### config.mk
export PLATFORM = sky130hd
export DESIGN_NAME = cascadable_multiply_divide_unit
export DESIGN_NICKNAME = d
export VERILOG_FILES = /design/src/rtl/cmdu_pkg.sv /design/src/rtl/cascadable_multiply_divide_unit.sv /design/src/rtl/cmdu_regs.sv /design/src/rtl/cmdu_engine.sv
export SDC_FILE = /design/constraint.sdc
export NUM_CORES = 1
export LEC_CHECK = 0
export BUFFER_PORTS_ARGS = -buffer_cell sky130_fd_sc_hd__buf_2
export CAP_MARGIN = 30
export CELL_PAD_IN_SITES_DETAIL_PLACEMENT = 0
export CELL_PAD_IN_SITES_GLOBAL_PLACEMENT = 1
export CORE_ASPECT_RATIO = 1.2
export CORE_MARGIN = 2
export CORE_UTILIZATION = 46
export DETAILED_ROUTE_END_ITERATION = 10
export HOLD_SLACK_MARGIN = 0.06
export PLACE_DENSITY = 0.84
export SYNTH_ARGS = -nofsm -noshare
export SYNTH_HDL_FRONTEND = slang
export SYNTH_SLANG_ARGS = --single-unit
### constraint.sdc
create_clock -name i_clk -period 4.9 [get_ports i_clk]
set_input_delay 0.49 -clock i_clk [delete_from_list [all_inputs] [get_ports i_clk]]
set_output_delay 0.49 -clock i_clk [all_outputs]
set_load 0.005 [all_outputs]
### src/rtl/cmdu_pkg.sv
// Shared types and constants for the cascadable multiply/divide unit.
`timescale 1ns / 1ps

package cmdu_pkg;

    // Bus command codes carried in tuser
    typedef enum logic [3:0] {
        CMD_WR_X    = 4'd0,
        CMD_WR_Y    = 4'd1,
        CMD_WR_Z    = 4'd2,
        CMD_CONTROL = 4'd3,
        CMD_RD_X    = 4'd4,
        CMD_RD_Y    = 4'd5,
        CMD_RD_Z    = 4'd6,
        CMD_STATUS  = 4'd7,
        CMD_TICK    = 4'd8
    } t_cmd;

    typedef enum logic [1:0] {
        OP_NONE    = 2'd0,
        OP_MUL     = 2'd1,
        OP_DIV     = 2'd2,
        OP_ILLEGAL = 2'd3
    } t_op;

    // Control word bit positions
    localparam int CTL_CLR_Z    = 2;
    localparam int CTL_CLR_Y    = 3;
    localparam int CTL_SLICE_LO = 4;
    localparam int CTL_SLICE_HI = 5;
    localparam int CTL_PTR_RST  = 6;
    localparam int CTL_PRESCALE = 7;

    localparam int CNT_W = 9;

    // Countdown loads, indexed by slice count minus one
    localparam logic [CNT_W-1:0] PLAIN_TICKS [4] = '{9'd9, 9'd17, 9'd25, 9'd33};
    localparam logic [CNT_W-1:0] SCALED_TICKS [4] = '{9'd18, 9'd68, 9'd200, 9'd264};

    typedef struct packed {
        logic       valid;
        logic       op_div;
        logic [2:0] slices;
    } t_start;

    typedef struct packed {
        logic [1:0] idx_a;   // X and Y byte
        logic [1:0] idx_b;   // Z byte
    } t_rd_req;

    typedef struct packed {
        logic [7:0] x;
        logic [7:0] y;
        logic [7:0] z;
    } t_rd_bytes;

    typedef struct packed {
        logic       we;
        logic       to_y;
        logic [1:0] idx;
        logic [7:0] data;
    } t_wb;

endpackage

### src/rtl/cascadable_multiply_divide_unit.sv
// Top level of the cascadable multiply/divide unit: stream ports and result register.
`timescale 1ns / 1ps

// One to MAX_SLICES 8-bit slices behind X, Y and Z bus registers. Each input word
// is one bus command and gives one result word. The tick that ends a multiply or
// divide runs the bit-serial engine, which reads the operands a byte per cycle,
// does one bit per cycle and writes back a byte per cycle. A divide by zero ends
// after the operand load and the zero check, with no loop and no write-back.
// A result waiting on the output does not stop the next word being taken.

module cascadable_multiply_divide_unit #(
    parameter int MAX_SLICES = 4
) (
    input  logic        i_clk,
    input  logic        i_rst_n,
    input  logic        s_axis_tvalid,
    output logic        s_axis_tready,
    input  logic [7:0]  s_axis_tdata,   // [7:0] data_in
    input  logic [3:0]  s_axis_tuser,   // [3:0] cmd
    output logic        m_axis_tvalid,
    input  logic        m_axis_tready,
    output logic [15:0] m_axis_tdata    // [7:0] read_data, [8] overflow, [9] busy_res
);

    cmdu_pkg::t_rd_req   rd_req;
    cmdu_pkg::t_rd_bytes rd_bytes;
    cmdu_pkg::t_wb       wb;
    cmdu_pkg::t_start    start;
    logic                ovf_set;
    logic                eng_busy;
    logic [7:0]          rd_data;
    logic                ovf;
    logic                busy;
    logic                fire;
    logic                load_out;

    logic                r_pend;
    logic [7:0]          r_rd;
    logic                r_m_valid;
    logic [9:0]          r_m_data;

    cmdu_regs #(
        .MAX_SLICES (MAX_SLICES)
    ) u_regs (
        .i_clk      (i_clk),
        .i_rst_n    (i_rst_n),
        .i_fire     (fire),
        .i_cmd      (s_axis_tuser),
        .i_data     (s_axis_tdata),
        .i_rd_req   (rd_req),
        .o_rd_bytes (rd_bytes),
        .i_wb       (wb),
        .i_ovf_set  (ovf_set),
        .o_start    (start),
        .o_rd_data  (rd_data),
        .o_ovf      (ovf),
        .o_busy     (busy)
    );

    cmdu_engine #(
        .MAX_SLICES (MAX_SLICES)
    ) u_engine (
        .i_clk     (i_clk),
        .i_rst_n   (i_rst_n),
        .i_start   (start),
        .o_rd_req  (rd_req),
        .i_bytes   (rd_bytes),
        .o_wb      (wb),
        .o_ovf_set (ovf_set),
        .o_busy    (eng_busy)
    );

    assign s_axis_tready = !r_pend && !eng_busy;
    assign fire          = s_axis_tvalid && s_axis_tready;
    // status is taken once the engine has written back
    assign load_out      = r_pend && !eng_busy && (!r_m_valid || m_axis_tready);

    assign m_axis_tvalid = r_m_valid;
    assign m_axis_tdata  = {6'd0, r_m_data};

    always_ff @(posedge i_clk) begin
        if (!i_rst_n) begin
            r_pend    <= 1'b0;
            r_m_valid <= 1'b0;
        end else begin
            if (fire) begin
                r_pend <= 1'b1;
            end else if (load_out) begin
                r_pend <= 1'b0;
            end
            if (load_out) begin
                r_m_valid <= 1'b1;
            end else if (m_axis_tready) begin
                r_m_valid <= 1'b0;
            end
        end
    end

    always_ff @(posedge i_clk) begin
        if (fire) begin
            r_rd <= rd_data;
        end
        if (load_out) begin
            r_m_data <= {busy, ovf, r_rd};
        end
    end

    a_start_holds_word: assert property (@(posedge i_clk) disable iff (!i_rst_n)
        start.valid |=> (eng_busy && r_pend && !s_axis_tready))
        else $error("word not held while operation runs");

endmodule

### src/rtl/cmdu_regs.sv
// Bus register file: X/Y/Z bytes, byte pointer, control, countdown and overflow.
`timescale 1ns / 1ps

module cmdu_regs #(
    parameter int MAX_SLICES = 4
) (
    input  logic                i_clk,
    input  logic                i_rst_n,
    input  logic                i_fire,
    input  logic [3:0]          i_cmd,
    input  logic [7:0]          i_data,
    input  cmdu_pkg::t_rd_req   i_rd_req,
    output cmdu_pkg::t_rd_bytes o_rd_bytes,
    input  cmdu_pkg::t_wb       i_wb,
    input  logic                i_ovf_set,
    output cmdu_pkg::t_start    o_start,
    output logic [7:0]          o_rd_data,
    output logic                o_ovf,
    output logic                o_busy
);

    logic [7:0]                  r_x [MAX_SLICES];
    logic [7:0]                  r_y [MAX_SLICES];
    logic [7:0]                  r_z [MAX_SLICES];
    logic [1:0]                  r_ptr;
    logic [2:0]                  r_slices;
    cmdu_pkg::t_op               r_op;
    logic [cmdu_pkg::CNT_W-1:0]  r_cnt;
    logic                        r_ovf;

    cmdu_pkg::t_cmd              cmd;
    logic [2:0]                  ptr_inc;
    logic [1:0]                  ptr_next;
    logic [7:0]                  x_at, y_at, z_at;
    logic [2:0]                  sl_raw, sl_new;
    logic [1:0]                  sl_idx;
    logic                        complete;

    always_comb begin
        cmd      = cmdu_pkg::t_cmd'(i_cmd);
        ptr_inc  = {1'b0, r_ptr} + 3'd1;
        ptr_next = (ptr_inc >= r_slices) ? 2'd0 : ptr_inc[1:0];

        x_at = 8'd0;
        y_at = 8'd0;
        z_at = 8'd0;
        o_rd_bytes = '0;
        for (int i = 0; i < MAX_SLICES; i++) begin
            if (r_ptr == 2'(i)) begin
                x_at = r_x[i];
                y_at = r_y[i];
                z_at = r_z[i];
            end
            if (i_rd_req.idx_a == 2'(i)) begin
                o_rd_bytes.x = r_x[i];
                o_rd_bytes.y = r_y[i];
            end
            if (i_rd_req.idx_b == 2'(i)) begin
                o_rd_bytes.z = r_z[i];
            end
        end

        // slice field is stored inverted
        sl_raw = {1'b0, ~i_data[cmdu_pkg::CTL_SLICE_HI:cmdu_pkg::CTL_SLICE_LO]} + 3'd1;
        sl_new = (sl_raw > 3'(MAX_SLICES)) ? 3'(MAX_SLICES) : sl_raw;
        sl_idx = 2'(sl_new - 3'd1);

        unique case (cmd) inside
            cmdu_pkg::CMD_RD_X:   o_rd_data = x_at;
            cmdu_pkg::CMD_RD_Y:   o_rd_data = y_at;
            cmdu_pkg::CMD_RD_Z:   o_rd_data = z_at;
            cmdu_pkg::CMD_STATUS: o_rd_data = {7'd0, r_ovf};
            default:              o_rd_data = 8'd0;
        endcase

        complete       = i_fire && (cmd == cmdu_pkg::CMD_TICK) &&
                         (r_cnt == cmdu_pkg::CNT_W'(1));
        o_start.valid  = complete &&
                         (r_op == cmdu_pkg::OP_MUL || r_op == cmdu_pkg::OP_DIV);
        o_start.op_div = (r_op == cmdu_pkg::OP_DIV);
        o_start.slices = r_slices;
    end

    assign o_ovf  = r_ovf;
    assign o_busy = (r_cnt != '0);

    always_ff @(posedge i_clk) begin
        if (!i_rst_n) begin
            for (int i = 0; i < MAX_SLICES; i++) begin
                r_x[i] <= 8'd0;
                r_y[i] <= 8'd0;
                r_z[i] <= 8'd0;
            end
            r_ptr    <= 2'd0;
            r_slices <= 3'd1;
            r_op     <= cmdu_pkg::OP_NONE;
            r_cnt    <= '0;
            r_ovf    <= 1'b0;
        end else begin
            if (i_ovf_set) begin
                r_ovf <= 1'b1;
            end
            if (i_wb.we) begin
                for (int i = 0; i < MAX_SLICES; i++) begin
                    if (i_wb.idx == 2'(i)) begin
                        if (i_wb.to_y) begin
                            r_y[i] <= i_wb.data;
                        end else begin
                            r_z[i] <= i_wb.data;
                        end
                    end
                end
            end
            if (i_fire) begin
                unique case (cmd) inside
                    cmdu_pkg::CMD_WR_X, cmdu_pkg::CMD_WR_Y, cmdu_pkg::CMD_WR_Z: begin
                        for (int i = 0; i < MAX_SLICES; i++) begin
                            if (r_ptr == 2'(i)) begin
                                if (cmd == cmdu_pkg::CMD_WR_X) r_x[i] <= i_data;
                                if (cmd == cmdu_pkg::CMD_WR_Y) r_y[i] <= i_data;
                                if (cmd == cmdu_pkg::CMD_WR_Z) r_z[i] <= i_data;
                            end
                        end
                        r_ptr <= ptr_next;
                    end
                    cmdu_pkg::CMD_RD_X, cmdu_pkg::CMD_RD_Y, cmdu_pkg::CMD_RD_Z: begin
                        r_ptr <= ptr_next;
                    end
                    cmdu_pkg::CMD_CONTROL: begin
                        r_op <= cmdu_pkg::t_op'(i_data[1:0]);
                        // clears span the old slice count
                        for (int i = 0; i < MAX_SLICES; i++) begin
                            if (3'(i) < r_slices) begin
                                if (i_data[cmdu_pkg::CTL_CLR_Z]) r_z[i] <= 8'd0;
                                if (i_data[cmdu_pkg::CTL_CLR_Y]) r_y[i] <= 8'd0;
                            end
                        end
                        r_slices <= sl_new;
                        if (i_data[cmdu_pkg::CTL_PTR_RST]) begin
                            r_ptr <= 2'd0;
                        end
                        r_ovf <= 1'b0;
                        r_cnt <= i_data[cmdu_pkg::CTL_PRESCALE] ?
                                 cmdu_pkg::SCALED_TICKS[sl_idx] :
                                 cmdu_pkg::PLAIN_TICKS[sl_idx];
                    end
                    cmdu_pkg::CMD_TICK: begin
                        if (r_cnt != '0) begin
                            r_cnt <= r_cnt - cmdu_pkg::CNT_W'(1);
                            if (r_cnt == cmdu_pkg::CNT_W'(1)) begin
                                r_op <= cmdu_pkg::OP_NONE;
                            end
                        end
                    end
                    default: ;
                endcase
            end
        end
    end

    // an expired countdown never leaves an operation armed
    a_idle_no_op: assert property (@(posedge i_clk) disable iff (!i_rst_n)
        (r_cnt == '0) |-> (r_op == cmdu_pkg::OP_NONE))
        else $error("operation pending with countdown expired");

endmodule

### src/rtl/cmdu_engine.sv
// Bit-serial multiply/divide engine with byte-serial operand load and write-back.
`timescale 1ns / 1ps

module cmdu_engine #(
    parameter int MAX_SLICES = 4
) (
    input  logic                i_clk,
    input  logic                i_rst_n,
    input  cmdu_pkg::t_start    i_start,
    output cmdu_pkg::t_rd_req   o_rd_req,
    input  cmdu_pkg::t_rd_bytes i_bytes,
    output cmdu_pkg::t_wb       o_wb,
    output logic                o_ovf_set,
    output logic                o_busy
);

    localparam int MW = 8 * MAX_SLICES;
    localparam int CW = $clog2(2 * MW);

    typedef enum logic [5:0] {
        S_IDLE  = 6'b000001,
        S_LOAD  = 6'b000010,
        S_CHECK = 6'b000100,
        S_MUL   = 6'b001000,
        S_DIV   = 6'b010000,
        S_WBACK = 6'b100000
    } t_state;

    t_state          r_state;
    logic [CW-1:0]   r_cnt;
    logic [2:0]      r_n;
    logic            r_div;
    logic [MW-1:0]   r_x;
    logic [MW:0]     r_acc;      // partial product high half, or partial remainder
    logic [2*MW-1:0] r_s;        // divide: {Y, Z left-aligned}; multiply: low half holds Z

    logic [CW-1:0]   n_ext;
    logic [2:0]      k3, kk;
    logic            in_y_half;
    logic [MW:0]     mul_sum;
    logic [MW:0]     div_sh, div_diff;
    logic            div_ge;
    logic            last_load, last_mul, last_div, last_wb;

    always_comb begin
        n_ext     = CW'(r_n);
        k3        = r_cnt[2:0];
        in_y_half = (k3 >= r_n);
        kk        = in_y_half ? (k3 - r_n) : k3;

        o_rd_req.idx_a = r_cnt[1:0];
        // Z goes in least significant byte first when it is left-aligned
        o_rd_req.idx_b = r_div ? (r_n[1:0] - 2'd1 - r_cnt[1:0]) : r_cnt[1:0];

        mul_sum  = r_acc + (r_s[0] ? {1'b0, r_x} : '0);
        div_sh   = {r_acc[MW-1:0], r_s[2*MW-1]};
        div_ge   = (div_sh >= {1'b0, r_x});
        div_diff = div_sh - {1'b0, r_x};

        last_load = (r_cnt == n_ext - CW'(1));
        last_mul  = (r_cnt == CW'(MW - 1));
        last_div  = (r_cnt == CW'(MW - 1) + (n_ext << 3));
        last_wb   = (r_cnt == (n_ext << 1) - CW'(1));

        o_wb.we   = (r_state == S_WBACK);
        o_wb.to_y = in_y_half;
        o_wb.idx  = r_n[1:0] - 2'd1 - kk[1:0];
        o_wb.data = (r_div && in_y_half) ? r_acc[7:0] : r_s[7:0];

        o_ovf_set = (r_state == S_CHECK) && r_div && (r_x <= r_s[2*MW-1:MW]);
        o_busy    = (r_state != S_IDLE);
    end

    always_ff @(posedge i_clk) begin
        if (!i_rst_n) begin
            r_state <= S_IDLE;
        end else begin
            unique case (r_state)
                S_IDLE: begin
                    if (i_start.valid) begin
                        r_div   <= i_start.op_div;
                        r_n     <= i_start.slices;
                        r_cnt   <= '0;
                        r_x     <= '0;
                        r_acc   <= '0;
                        r_s     <= '0;
                        r_state <= S_LOAD;
                    end
                end
                S_LOAD: begin
                    r_x <= (r_x << 8) | MW'(i_bytes.x);
                    if (r_div) begin
                        r_s[2*MW-1:MW] <= (r_s[2*MW-1:MW] << 8) | MW'(i_bytes.y);
                        r_s[MW-1:0]    <= (r_s[MW-1:0] >> 8) | (MW'(i_bytes.z) << (MW - 8));
                    end else begin
                        r_acc       <= (r_acc << 8) | (MW+1)'(i_bytes.y);
                        r_s[MW-1:0] <= (r_s[MW-1:0] << 8) | MW'(i_bytes.z);
                    end
                    if (last_load) begin
                        r_cnt   <= '0;
                        r_state <= S_CHECK;
                    end else begin
                        r_cnt <= r_cnt + CW'(1);
                    end
                end
                S_CHECK: begin
                    r_cnt <= '0;
                    if (!r_div) begin
                        r_state <= S_MUL;
                    end else if (r_x == '0) begin
                        r_state <= S_IDLE;     // divide by zero: Y and Z left alone
                    end else begin
                        r_state <= S_DIV;
                    end
                end
                S_MUL: begin
                    r_acc       <= mul_sum >> 1;
                    r_s[MW-1:0] <= {mul_sum[0], r_s[MW-1:1]};
                    if (last_mul) begin
                        r_cnt   <= '0;
                        r_state <= S_WBACK;
                    end else begin
                        r_cnt <= r_cnt + CW'(1);
                    end
                end
                S_DIV: begin
                    r_acc <= div_ge ? div_diff : div_sh;
                    r_s   <= {r_s[2*MW-2:0], div_ge};
                    if (last_div) begin
                        r_cnt   <= '0;
                        r_state <= S_WBACK;
                    end else begin
                        r_cnt <= r_cnt + CW'(1);
                    end
                end
                S_WBACK: begin
                    if (!r_div) begin
                        // product sits in {acc, low half}: shift the pair a byte
                        r_s[MW-1:0] <= (r_s[MW-1:0] >> 8) | (MW'(r_acc[7:0]) << (MW - 8));
                        r_acc       <= r_acc >> 8;
                    end else if (!in_y_half) begin
                        r_s[MW-1:0] <= r_s[MW-1:0] >> 8;
                    end else begin
                        r_acc <= r_acc >> 8;
                    end
                    if (last_wb) begin
                        r_state <= S_IDLE;
                    end else begin
                        r_cnt <= r_cnt + CW'(1);
                    end
                end
                default: r_state <= S_IDLE;
            endcase
        end
    end

    a_rem_below_divisor: assert property (@(posedge i_clk) disable iff (!i_rst_n)
        (r_state == S_DIV) |-> (r_acc < {1'b0, r_x}))
        else $error("partial remainder not below divisor");

    a_mul_no_carry_out: assert property (@(posedge i_clk) disable iff (!i_rst_n)
        (r_state == S_MUL) |-> !r_acc[MW])
        else $error("multiply accumulator carried past its width");

endmodule
### Yosys cells after proc, flatten, opt, wreduce, memory -nomap -nowiden

Memories as Yosys holds them, arrays and structs flattened.
Cells that the tools add are included.

* eq/ne operators: 47
* add/sub/neg operators: 14
* bitwise logic cells: 36
* order comparisons: 10
* multiplexer cells: 245
* reduce and logical (&&, ||, !) cells: 43

Operators by type and width (number)
* 8-bit 2-to-1 mux: 45
* 32-bit 2-to-1 mux: 6
* 33-bit 2-to-1 mux: 5
* 33-bit case mux with 5 select lines: 1
* 32-bit case mux with 5 select lines: 1
* 1-bit 2-to-1 mux: 147
* 32-bit by 8-bit OR with 32-bit output: 3
* 32-bit case mux with 3 select lines: 1
* 6-bit case mux with 6 select lines: 2
* 6-bit 2-to-1 mux: 11
* 16-bit 2-to-1 mux: 4
* 64-bit 2-to-1 mux: 1
* 24-bit by 32-bit OR with 32-bit output: 2
* 32-bit case mux with 2 select lines: 1
* 9-bit 2-to-1 mux: 6
* 9-bit binary-select mux with 2-bit select: 2
* 33-bit adder: 1
* 33-bit by 32-bit >= comparator with 1-bit output: 1
* 33-bit by 8-bit OR with 33-bit output: 1
* 33-bit by 32-bit subtractor with 33-bit output: 1
* 32-bit <= comparator: 1
* 32-bit zero test: 1
* 8-bit case mux with 4 select lines: 1
* 1-bit OR: 28
* 54 further kinds: 122

* RAM bits: 96
* memories kept: 3
* word-level logic and storage cells: 415
* bits in registers: 182
* output and inout port bits: 18

Memories
* u_regs.r_x: words 4, bits a word 8, read ports 4, clocked after memory_dff 0, wr ports 4, line cmdu_regs.sv:22 `logic [7:0] r_x [MAX_SLICES];`
* u_regs.r_y: words 4, bits a word 8, read ports 4, clocked after memory_dff 0, wr ports 4, line cmdu_regs.sv:23 `logic [7:0] r_y [MAX_SLICES];`
* u_regs.r_z: words 4, bits a word 8, read ports 4, clocked after memory_dff 0, wr ports 4, line cmdu_regs.sv:24 `logic [7:0] r_z [MAX_SLICES];`

### Depth between registers and ports, before layout

Gate-level depths: netlist of run 1.

* depth after elaboration: 11
* depth in mapped cells: 15
* depth with buffers taken out: 13

### Cells and area by module

A second synthesis of run 1 with hierarchy kept.

* cell total of the unflattened synthesis: 2076
* area total of the unflattened synthesis: 19643.8 µm²

By module, submodules not included
* cmdu_engine: cells each 1278, area each 11730.0 µm², instances 1
* cmdu_regs: cells each 762, area each 7219.4 µm², instances 1
* cascadable_multiply_divide_unit: cells each 36, area each 694.4 µm², instances 1

### Worst setup path after synthesis of run 1

OpenSTA, ideal clock, no wires.

* path type: in2reg
* start point: input port s_axis_tuser[1]
* end point: register u_engine.r_s[32], enable pin
* required time: 4420 ps
* data arrival time: 4488 ps
* setup slack: -68 ps
* stages: 6
* path through: clkbuf_1 -> nor4b_1 -> nand4_1 -> nor3_1 -> o21ai_0 -> a311oi_1

* cells in the longest elaborated chain, start to end: 6

RTL lines
* start: declaration: line cascadable_multiply_divide_unit.sv:19 `input logic [3:0] s_axis_tuser,`
* 4-bit equality test: line cmdu_regs.sv:76 `complete = i_fire && (cmd == cmdu_pkg::CMD_TICK) &&`
* 1-bit logical AND (2 in a row): line cmdu_regs.sv:76
* 1-bit logical AND: line cmdu_regs.sv:78 `o_start.valid = complete &&`
* 2-bit != test (no source line)
* 4-bit AND reduction (no source line)
* end signal: indexed assignment: line cmdu_engine.sv:93 `r_s[2*MW-1:MW] <= (r_s[2*MW-1:MW] << 8) | MW'(i_bytes.y);`
* end signal: indexed assignment: line cmdu_engine.sv:94 `r_s[MW-1:0] <= (r_s[MW-1:0] >> 8) | (MW'(i_bytes.z) << (MW - 8));`
* end signal: indexed assignment: line cmdu_engine.sv:97 `r_s[MW-1:0] <= (r_s[MW-1:0] << 8) | MW'(i_bytes.z);`
* end: declaration: line cmdu_engine.sv:35 `logic [2*MW-1:0] r_s;`

Every way passes these cells.
A chain may end at the register's enable or synchronous reset.

==> metrics.cfg, run 1 <==
[timing]
hold_viol=0
finalSetupViolCount=0
slew_headroom_pct=30.3
final_max_slew_viol_count=0
rsz0062_at_grt=no
setup-tns-final_ps=0
fmax_mhz=229
tightest_slew_ps=1030
finalCritPeriodShare_pct=89.3
period_minus_slack_ps=4370
fin_skew_ps=14.0

[place]
port_buffers=27
dp_hpwl_um=49200
place_congestion=0.997

[cts]
hold_buffers=0
numCtsBuffers=30
clock_latency_ps=580
cts_tree=built
cts_resized=0
root_buffer=clkbuf_16
cts_buffer_depth=3
h-tree-depth=1
clkSinkCount=278
cts_setup_buffers=0
clk_pin_slew_ps=60

[power_and_ir_drop]
p_leak_nw=8.33
pwr-share-seq_pct=51.6
powerDensity_nw_per_um2=239
peakVddDrop_mv=0.325
switching_share_pct=22.7
p_comb_share_pct=3.9
pwr-share-clk_pct=44.5
p_total_mw=5.11
power_switching_mw=1.16
intPower_mw=3.95

[logic_synthesis]
synth-main-ff-cell=edfxtp_1
synthTopCellsByCount=259 x nand2_1, 253 x edfxtp_1, 183 x nor2_1, 147 x a21oi_1, 121 x ha_1
synth-seq-cells=278
postSynth.asyncResetShare_pct=0
netlist-cell-type-count=88
syn_area_um2=19700
yosys_warnings=0
yosysMostFrequentCell=nand2_1
syn_inst=2139
yosys.area.top_type=edfxtp_1
synth_top_area_share_pct=38.6
synth.area.top_cells=edfxtp_1 39%, ha_1 7.7%, nand2_1 4.9%, a21oi_1 3.7%, nor2_1 3.5%
synth_seq_area_share_pct=41.1
syn_avg_cell_area_um2=9.21
synth_edf_count=253

[route]
wl_per_cell_um=24.4
drtAntennaViolNets=0
drt-pass1-iter-count=10
vias=17300
viasPerCell=6.42
drc=0
totalWireLength_um=65700
drt_first_iter_violations=1856

[final_layout]
finish.utilization_pct=50.2
antenna_cells=0
layout.area.seq_um2=8100
drive_gt1_share_pct=7.10
nets=2256
multi_input_area_um2=10700
area_growth_pct=8.40
fillers=3979

[critical_path]
worstPathMaxFanout=24
timing_worst_setup_path_type=reg -> reg
crit_required_ps=5200
startpoint=u_engine.r_cnt[0]$_DFFE_PP_
cp.arrival_ps=4670
worstSetupStartpointType=register
end_kind=register
worstReg2RegStart=u_engine.r_cnt[0]$_DFFE_PP_

[floorplan]
start_util_pct=46.3
core_area_um2=42600
fp.dieH_um=231
io_pins=34
die_width_um=193
num_rows=83
die_area_um2=44500

[hold_path]
hold_start=m_axis_tready
hold_class=in -> reg

[global_route]
antenna_found_initial=0
grt_pass1_wl_um=99400
grt_usage_pct=29.3
grt_max_degree=69
first_global_vias=16700
grt.overflow.total=0

[run_status]
status=finished clean

[job]
max-cap-violations=0

## kinds of logic after synthesis
family	after synthesis	share of synthesized area, %
AND/OR/NAND/NOR	728	17.4
AO/OA/AOI/OAI	636	21.9
flip-flops	278	41.1
buffers and inverters	241	4.87
multiplexers	61	3.61
XOR/XNOR	71	3.16
other	1	0.0190
adder cells (fa/ha/maj)	123	7.89
## layout make-up
class                           instances  share of cell area, %
Sequential cell                       278                   37.9
Tap cell                              552                   3.23
Inverter                              111                   1.95
Timing Repair Buffer                   71                   2.18
Clock inverter                         12                  0.463
Clock buffer                           43                   4.08
Multi-Input combinational cell       1625                   50.2
## sequential cells by signal, indices dropped and copies added (netlist names), 2 cells and up
register and flops:
u_engine.r_s 64, u_regs.r_ptr 2, r_rd 8, u_engine.r_x 32, u_regs.r_op 2, u_engine.r_n 3, u_engine.r_cnt 6, r_m_data 10
u_engine.r_acc 33, u_regs.r_y 32, u_engine.r_state 6, u_regs.r_slices 3, u_regs.r_cnt 9, u_regs.r_x 32, u_regs.r_z 32
## metrics by stage
stage | worst slack, ps | cell area, um^2 | hold WS (ps) | cells
CTS | 601 | 21300 | 194 | 2691
detailed placement | 655 | 20400 | 407 | 2636
global placement | 776 | 20400 | 404 | 2634
global route | 225 | 21400 | 213 | 2692
floorplan | -68.2 | 19700 | 400 | 2144
finish | 526 | 21400 | 216 | 2692
## per-layer routing
metal | wire length, um | share of wire (%) | vias to the layer above | track usage [%]
li1 | - | - | 7995 | -
met1 | 24500 | 37 | 8278 | 33.8
met2 | 32100 | 49 | 763 | 50.2
met3 | 3900 | 5.9 | 236 | 3.56
met4 | 5300 | 8.1 | 0 | 20.4
met5 | 0 | 0 | - | 0
## critical path: stages, from the launching register on
cell and delay, ps:
edfxtp_1 500, inv_1 150, ha_1 370, nand2b_1 160, a21o_1 180, a21oi_1 460, o21ai_0 180, ha_1 220
xnor2_1 130, xnor2_1 650, or2_2 260, a21o_1 660, o22ai_1 170
## cells in the final DEF (no fill, tap or decap), types with 20 or more instances in the layout
master and count:
xor2_1 24, nor4_1 21, nor3_1 47, o22ai_1 47, mux2i_1 53, nand4_1 24
and3_1 20, a21oi_1 147, o31ai_1 27, nor2_1 183, ha_1 121, a222oi_1 44
buf_4 44, o21ai_0 110, inv_1 110, and2_1 61, a211oi_1 35, dfxtp_1 25
nand2_1 258, nand3_1 35, clkbuf_16 32, xnor2_1 47, nor2b_1 22, a21o_1 44
buf_2 27, edfxtp_1 253
## power by group through the flow
stage	logic [mW]	clock network (mW)	registers, mW
finish	0.200	2.27	2.63
detailed placement	0.196	0	2.68
global route	0.214	2.37	2.64
CTS	0.196	2.29	2.63
floorplan	0.121	0	2.67
global placement	0.194	0	2.68
## worst paths after layout
check,end,slack (ps),depth (start not counted)
max,u_regs.r_y[0][19]$_DFFE_PP_,530,12
min,m_axis_tvalid$_SDFFE_PN0P_,220,3
max reg2reg,u_regs.r_y[0][19]$_DFFE_PP_,530,12
min reg2reg,r_m_data[7]$_DFFE_PP_,420,0
Note: power is estimated with default switching activity, not from simulation.
==> run 2, diff against run 1 <==
--- a/config.mk
+++ b/config.mk
@@ -5,13 +5,14 @@
 export SDC_FILE = /design/constraint.sdc
 export NUM_CORES = 1
 export LEC_CHECK = 0
+export ABC_AREA = 1
 export BUFFER_PORTS_ARGS = -buffer_cell sky130_fd_sc_hd__buf_2
 export CAP_MARGIN = 30
 export CELL_PAD_IN_SITES_DETAIL_PLACEMENT = 0
 export CELL_PAD_IN_SITES_GLOBAL_PLACEMENT = 1
 export CORE_ASPECT_RATIO = 1.2
 export CORE_MARGIN = 2
-export CORE_UTILIZATION = 46
+export CORE_UTILIZATION = 43
 export DETAILED_ROUTE_END_ITERATION = 10
 export HOLD_SLACK_MARGIN = 0.06
 export PLACE_DENSITY = 0.84
==> metrics.cfg, run 2 <==
[run_status]
status=finished clean  ; unchanged

[power_and_ir_drop]
pwr-share-clk_pct=38.0  ; was 44.5%
p_leak_nw=11.3  ; was 8.33 nW
pwr-share-seq_pct=45.5  ; was 51.6%
powerDensity_nw_per_um2=261  ; was 239 nW/um^2
power_switching_mw=1.82  ; was 1.16 mW
intPower_mw=4.32  ; was 3.95 mW
switching_share_pct=29.6  ; was 22.7%
p_comb_share_pct=16.5  ; was 3.9%
peakVddDrop_mv=0.259  ; was 0.325 mV

[critical_path]
end_kind=register  ; unchanged
cpPeakStageDelay_ps=820  ; was 660 ps
path_common_cell=nand2_1
worstPathMaxFanout=9  ; was 24
critPathSlowestCell=o21ai_0  ; was a21o_1
worstSetupStartpointType=register  ; unchanged
timing_worst_setup_path_type=reg -> reg  ; unchanged
cp.arrival_ps=4010  ; was 4670 ps
worstPathCellList=inv_1, ha_1, inv_1, nand2_1, nand2_1, nand2_2, o21ai_0, ha_1, xor2_1, nand3_1, nand2_2, nand3_1, nand2_1, nor2_1, o21ai_0  ; was inv_1, ha_1, nand2b_1, a21o_1, a21oi_1, o21ai_0, ha_1, xnor2_1, xnor2_1, or2_2, a21o_1, o22ai_1
cp_top_family=compound AO/OA/AOI/OAI gates  ; unchanged
worst-r2r-setup-slack_ps=1090  ; was 530 ps
cp_num_buf_inv=2  ; was 1
crit_required_ps=5090  ; was 5200 ps

[global_route]
grt_usage_pct=28.6  ; was 29.3%
first_global_vias=20100  ; was 16,700
antenna_found_initial=0  ; unchanged
grt.overflow.total=0  ; unchanged
grt_max_degree=53  ; was 69
grt_pass1_wl_um=115000  ; was 99,400 um

[floorplan]
die_width_um=209  ; was 193 um
num_rows=90  ; was 83
fp.dieH_um=250  ; was 231 um
die_area_um2=52200  ; was 44,500 um^2
start_util_pct=43.3  ; was 46.3%
io_pins=34  ; unchanged
core_area_um2=50000  ; was 42,600 um^2

[final_layout]
drive_gt1_share_pct=5.67  ; was 7.10%
largest-register=u_engine.r_s  ; unchanged
largest_reg_flops=64  ; unchanged
largestRegisters=u_engine.r_s: 64 flops, u_engine.r_acc: 33 flops  ; unchanged
area_growth_pct=8.71  ; was 8.40%
stdcell_count=3713  ; was 2,692
final_cell_area_um2=23600  ; was 21,400 um^2
most-common-layout-cells=906 x nand2_1, 481 x inv_1, 253 x edfxtp_1  ; was 258 x nand2_1, 253 x edfxtp_1, 183 x nor2_1
mostFrequentLayoutCell=nand2_1  ; unchanged
nets=3183  ; was 2,256
antenna_cells=0  ; unchanged
fillers=5173  ; was 3,979

[route]
drc=0  ; unchanged
wl_per_cell_um=20.4  ; was 24.4 um
drtAntennaViolNets=0  ; unchanged
vias=20800  ; was 17,300
totalWireLength_um=75800  ; was 65,700 um
drt_first_iter_violations=1993  ; was 1,856
drt-pass1-iter-count=6  ; was 10
viasPerCell=5.60  ; was 6.42

[logic_synthesis]
synth-main-ff-cell=edfxtp_1  ; unchanged
syn_avg_cell_area_um2=7.11  ; was 9.21 um^2
syn_inst=3046  ; was 2,139
netlist-cell-type-count=58  ; was 88
synth.area.top_cells=edfxtp_1 35%, nand2_1 16%, inv_1 8.3%, ha_1 7.0%, nand3_1 5.0%  ; was edfxtp_1 39%, ha_1 7.7%, nand2_1 4.9%, a21oi_1 3.7%, nor2_1 3.5%
synth-seq-cells=278  ; unchanged
yosysMostFrequentCell=nand2_1  ; unchanged
synth_seq_area_share_pct=37.4  ; was 41.1%
yosys.area.top_type=edfxtp_1  ; unchanged
syn_area_um2=21700  ; was 19,700 um^2
synth_top_area_share_pct=35.1  ; was 38.6%
synthTopCellsByCount=906 x nand2_1, 481 x inv_1, 253 x edfxtp_1, 252 x nor2_1, 218 x nand3_1  ; was 259 x nand2_1, 253 x edfxtp_1, 183 x nor2_1, 147 x a21oi_1, 121 x ha_1
postSynth.asyncResetShare_pct=0  ; unchanged
synth_edf_count=253  ; unchanged
yosys_warnings=0  ; unchanged

[timing]
final_max_slew_viol_count=0  ; unchanged
finalSetupViolCount=0  ; unchanged
rsz0062_at_grt=no  ; unchanged
setup-tns-final_ps=0  ; unchanged
finalCritPeriodShare_pct=77.8  ; was 89.3%
fmax_mhz=262  ; was 229 MHz
fin_skew_ps=18.0  ; was 14.0 ps
hold_viol=0  ; unchanged
slew_headroom_pct=30.2  ; was 30.3%
finalWorstSetupSlack_ps=1090  ; was 526 ps
period_minus_slack_ps=3810  ; was 4370 ps
tightest_slew_ps=1040  ; was 1030 ps

[place]
place_ws_ps=1120  ; was 655 ps
dp_hpwl_um=59100  ; was 49,200 um
dpl_cell_area_um2=22500  ; was 20,400 um^2
placedCellCount=3653  ; was 2,636
port_buffers=27  ; unchanged
place_congestion=0.944  ; was 0.997

[cts]
clk_pin_slew_ps=60  ; about the same
cts_resized=0  ; unchanged
h-tree-depth=1  ; unchanged
cts_tree=built  ; unchanged
root_buffer=clkbuf_16  ; unchanged
cts_setup_buffers=0  ; unchanged
cts_buffer_depth=3  ; unchanged
numCtsBuffers=31  ; was 30
clock_latency_ps=580  ; about the same
hold_buffers=0  ; unchanged
clkSinkCount=278  ; unchanged

[hold_path]
hold_class=in -> reg  ; unchanged

[job]
max-cap-violations=0  ; unchanged

## run 2: worst paths after layout
check	end	cells after the start	from
max	u_regs.r_y[0][12]$_SDFFCE_PP0P_	15	u_engine.r_cnt[0]$_DFFE_PP_
min	m_axis_tvalid$_SDFFE_PN0P_	4	m_axis_tready
max reg2reg	u_regs.r_y[0][12]$_SDFFCE_PP0P_	15	u_engine.r_cnt[0]$_DFFE_PP_
min reg2reg	r_m_data[3]$_DFFE_PP_	0	r_rd[3]$_DFFE_PP_
## run 2: cell families after synthesis
group                      after synthesis  synth area share (%)
xor gates and xnor gates                34                  1.37
DFF                                    278                  37.4
other                                    1                0.0173
and+or+nand+nor                       1528                  30.1
adders and majority gates              123                  7.17
AOI/OAI and AO/OA                      489                  13.4
buffers and inverters                  593                  10.6
## run 2: layer usage
metal	vias up	GRT usage (%)	share of wire (%)
met4	0	17.1	6.9
met2	833	51.1	50
met1	9654	33.0	38
met5	-	0	0
li1	10100	-	-
met3	211	2.76	5.7
## run 2: stage by stage
step | util (%) | hold WS [ps] | power, mW
floorplan | - | 400 | 3.49
CTS | 47.1 | 213 | 6.17
global route | 47.1 | 290 | 6.38
detailed placement | 45.1 | 415 | 3.84
global placement | 44.9 | 413 | 3.82
finish | 47.1 | 237 | 6.14
## run 2: area by class of cell
cell class | instances | area [um^2] | share of cell area (%)
Timing Repair Buffer | 66 | 489 | 2.08
Multi-Input combinational cell | 2180 | 11300 | 48.1
Clock inverter | 19 | 170 | 0.722
Tap cell | 644 | 806 | 3.42
Clock buffer | 39 | 836 | 3.55
Sequential cell | 278 | 8100 | 34.4
Inverter | 487 | 1830 | 7.76
## run 2: power groups by stage
stage	sequential (mW)	clock, mW	combinational, mW
after floorplan	2.80	0	0.688
after global placement	2.84	0	0.975
after detailed placement	2.84	0	0.995
after CTS	2.79	2.38	1.00
after global routing	2.80	2.46	1.12
final	2.79	2.33	1.01
## run 2: worst reg2reg max path: stages, from the launching register on
cell and delay (ps):
edfxtp_1 470, inv_1 230, ha_1 300, inv_1 80, nand2_1 50, nand2_1 110, nand2_2 130, o21ai_0 210
ha_1 200, xor2_1 190, nand3_1 160, nand2_2 200, nand3_1 140, nand2_1 80, nor2_1 40, o21ai_0 820
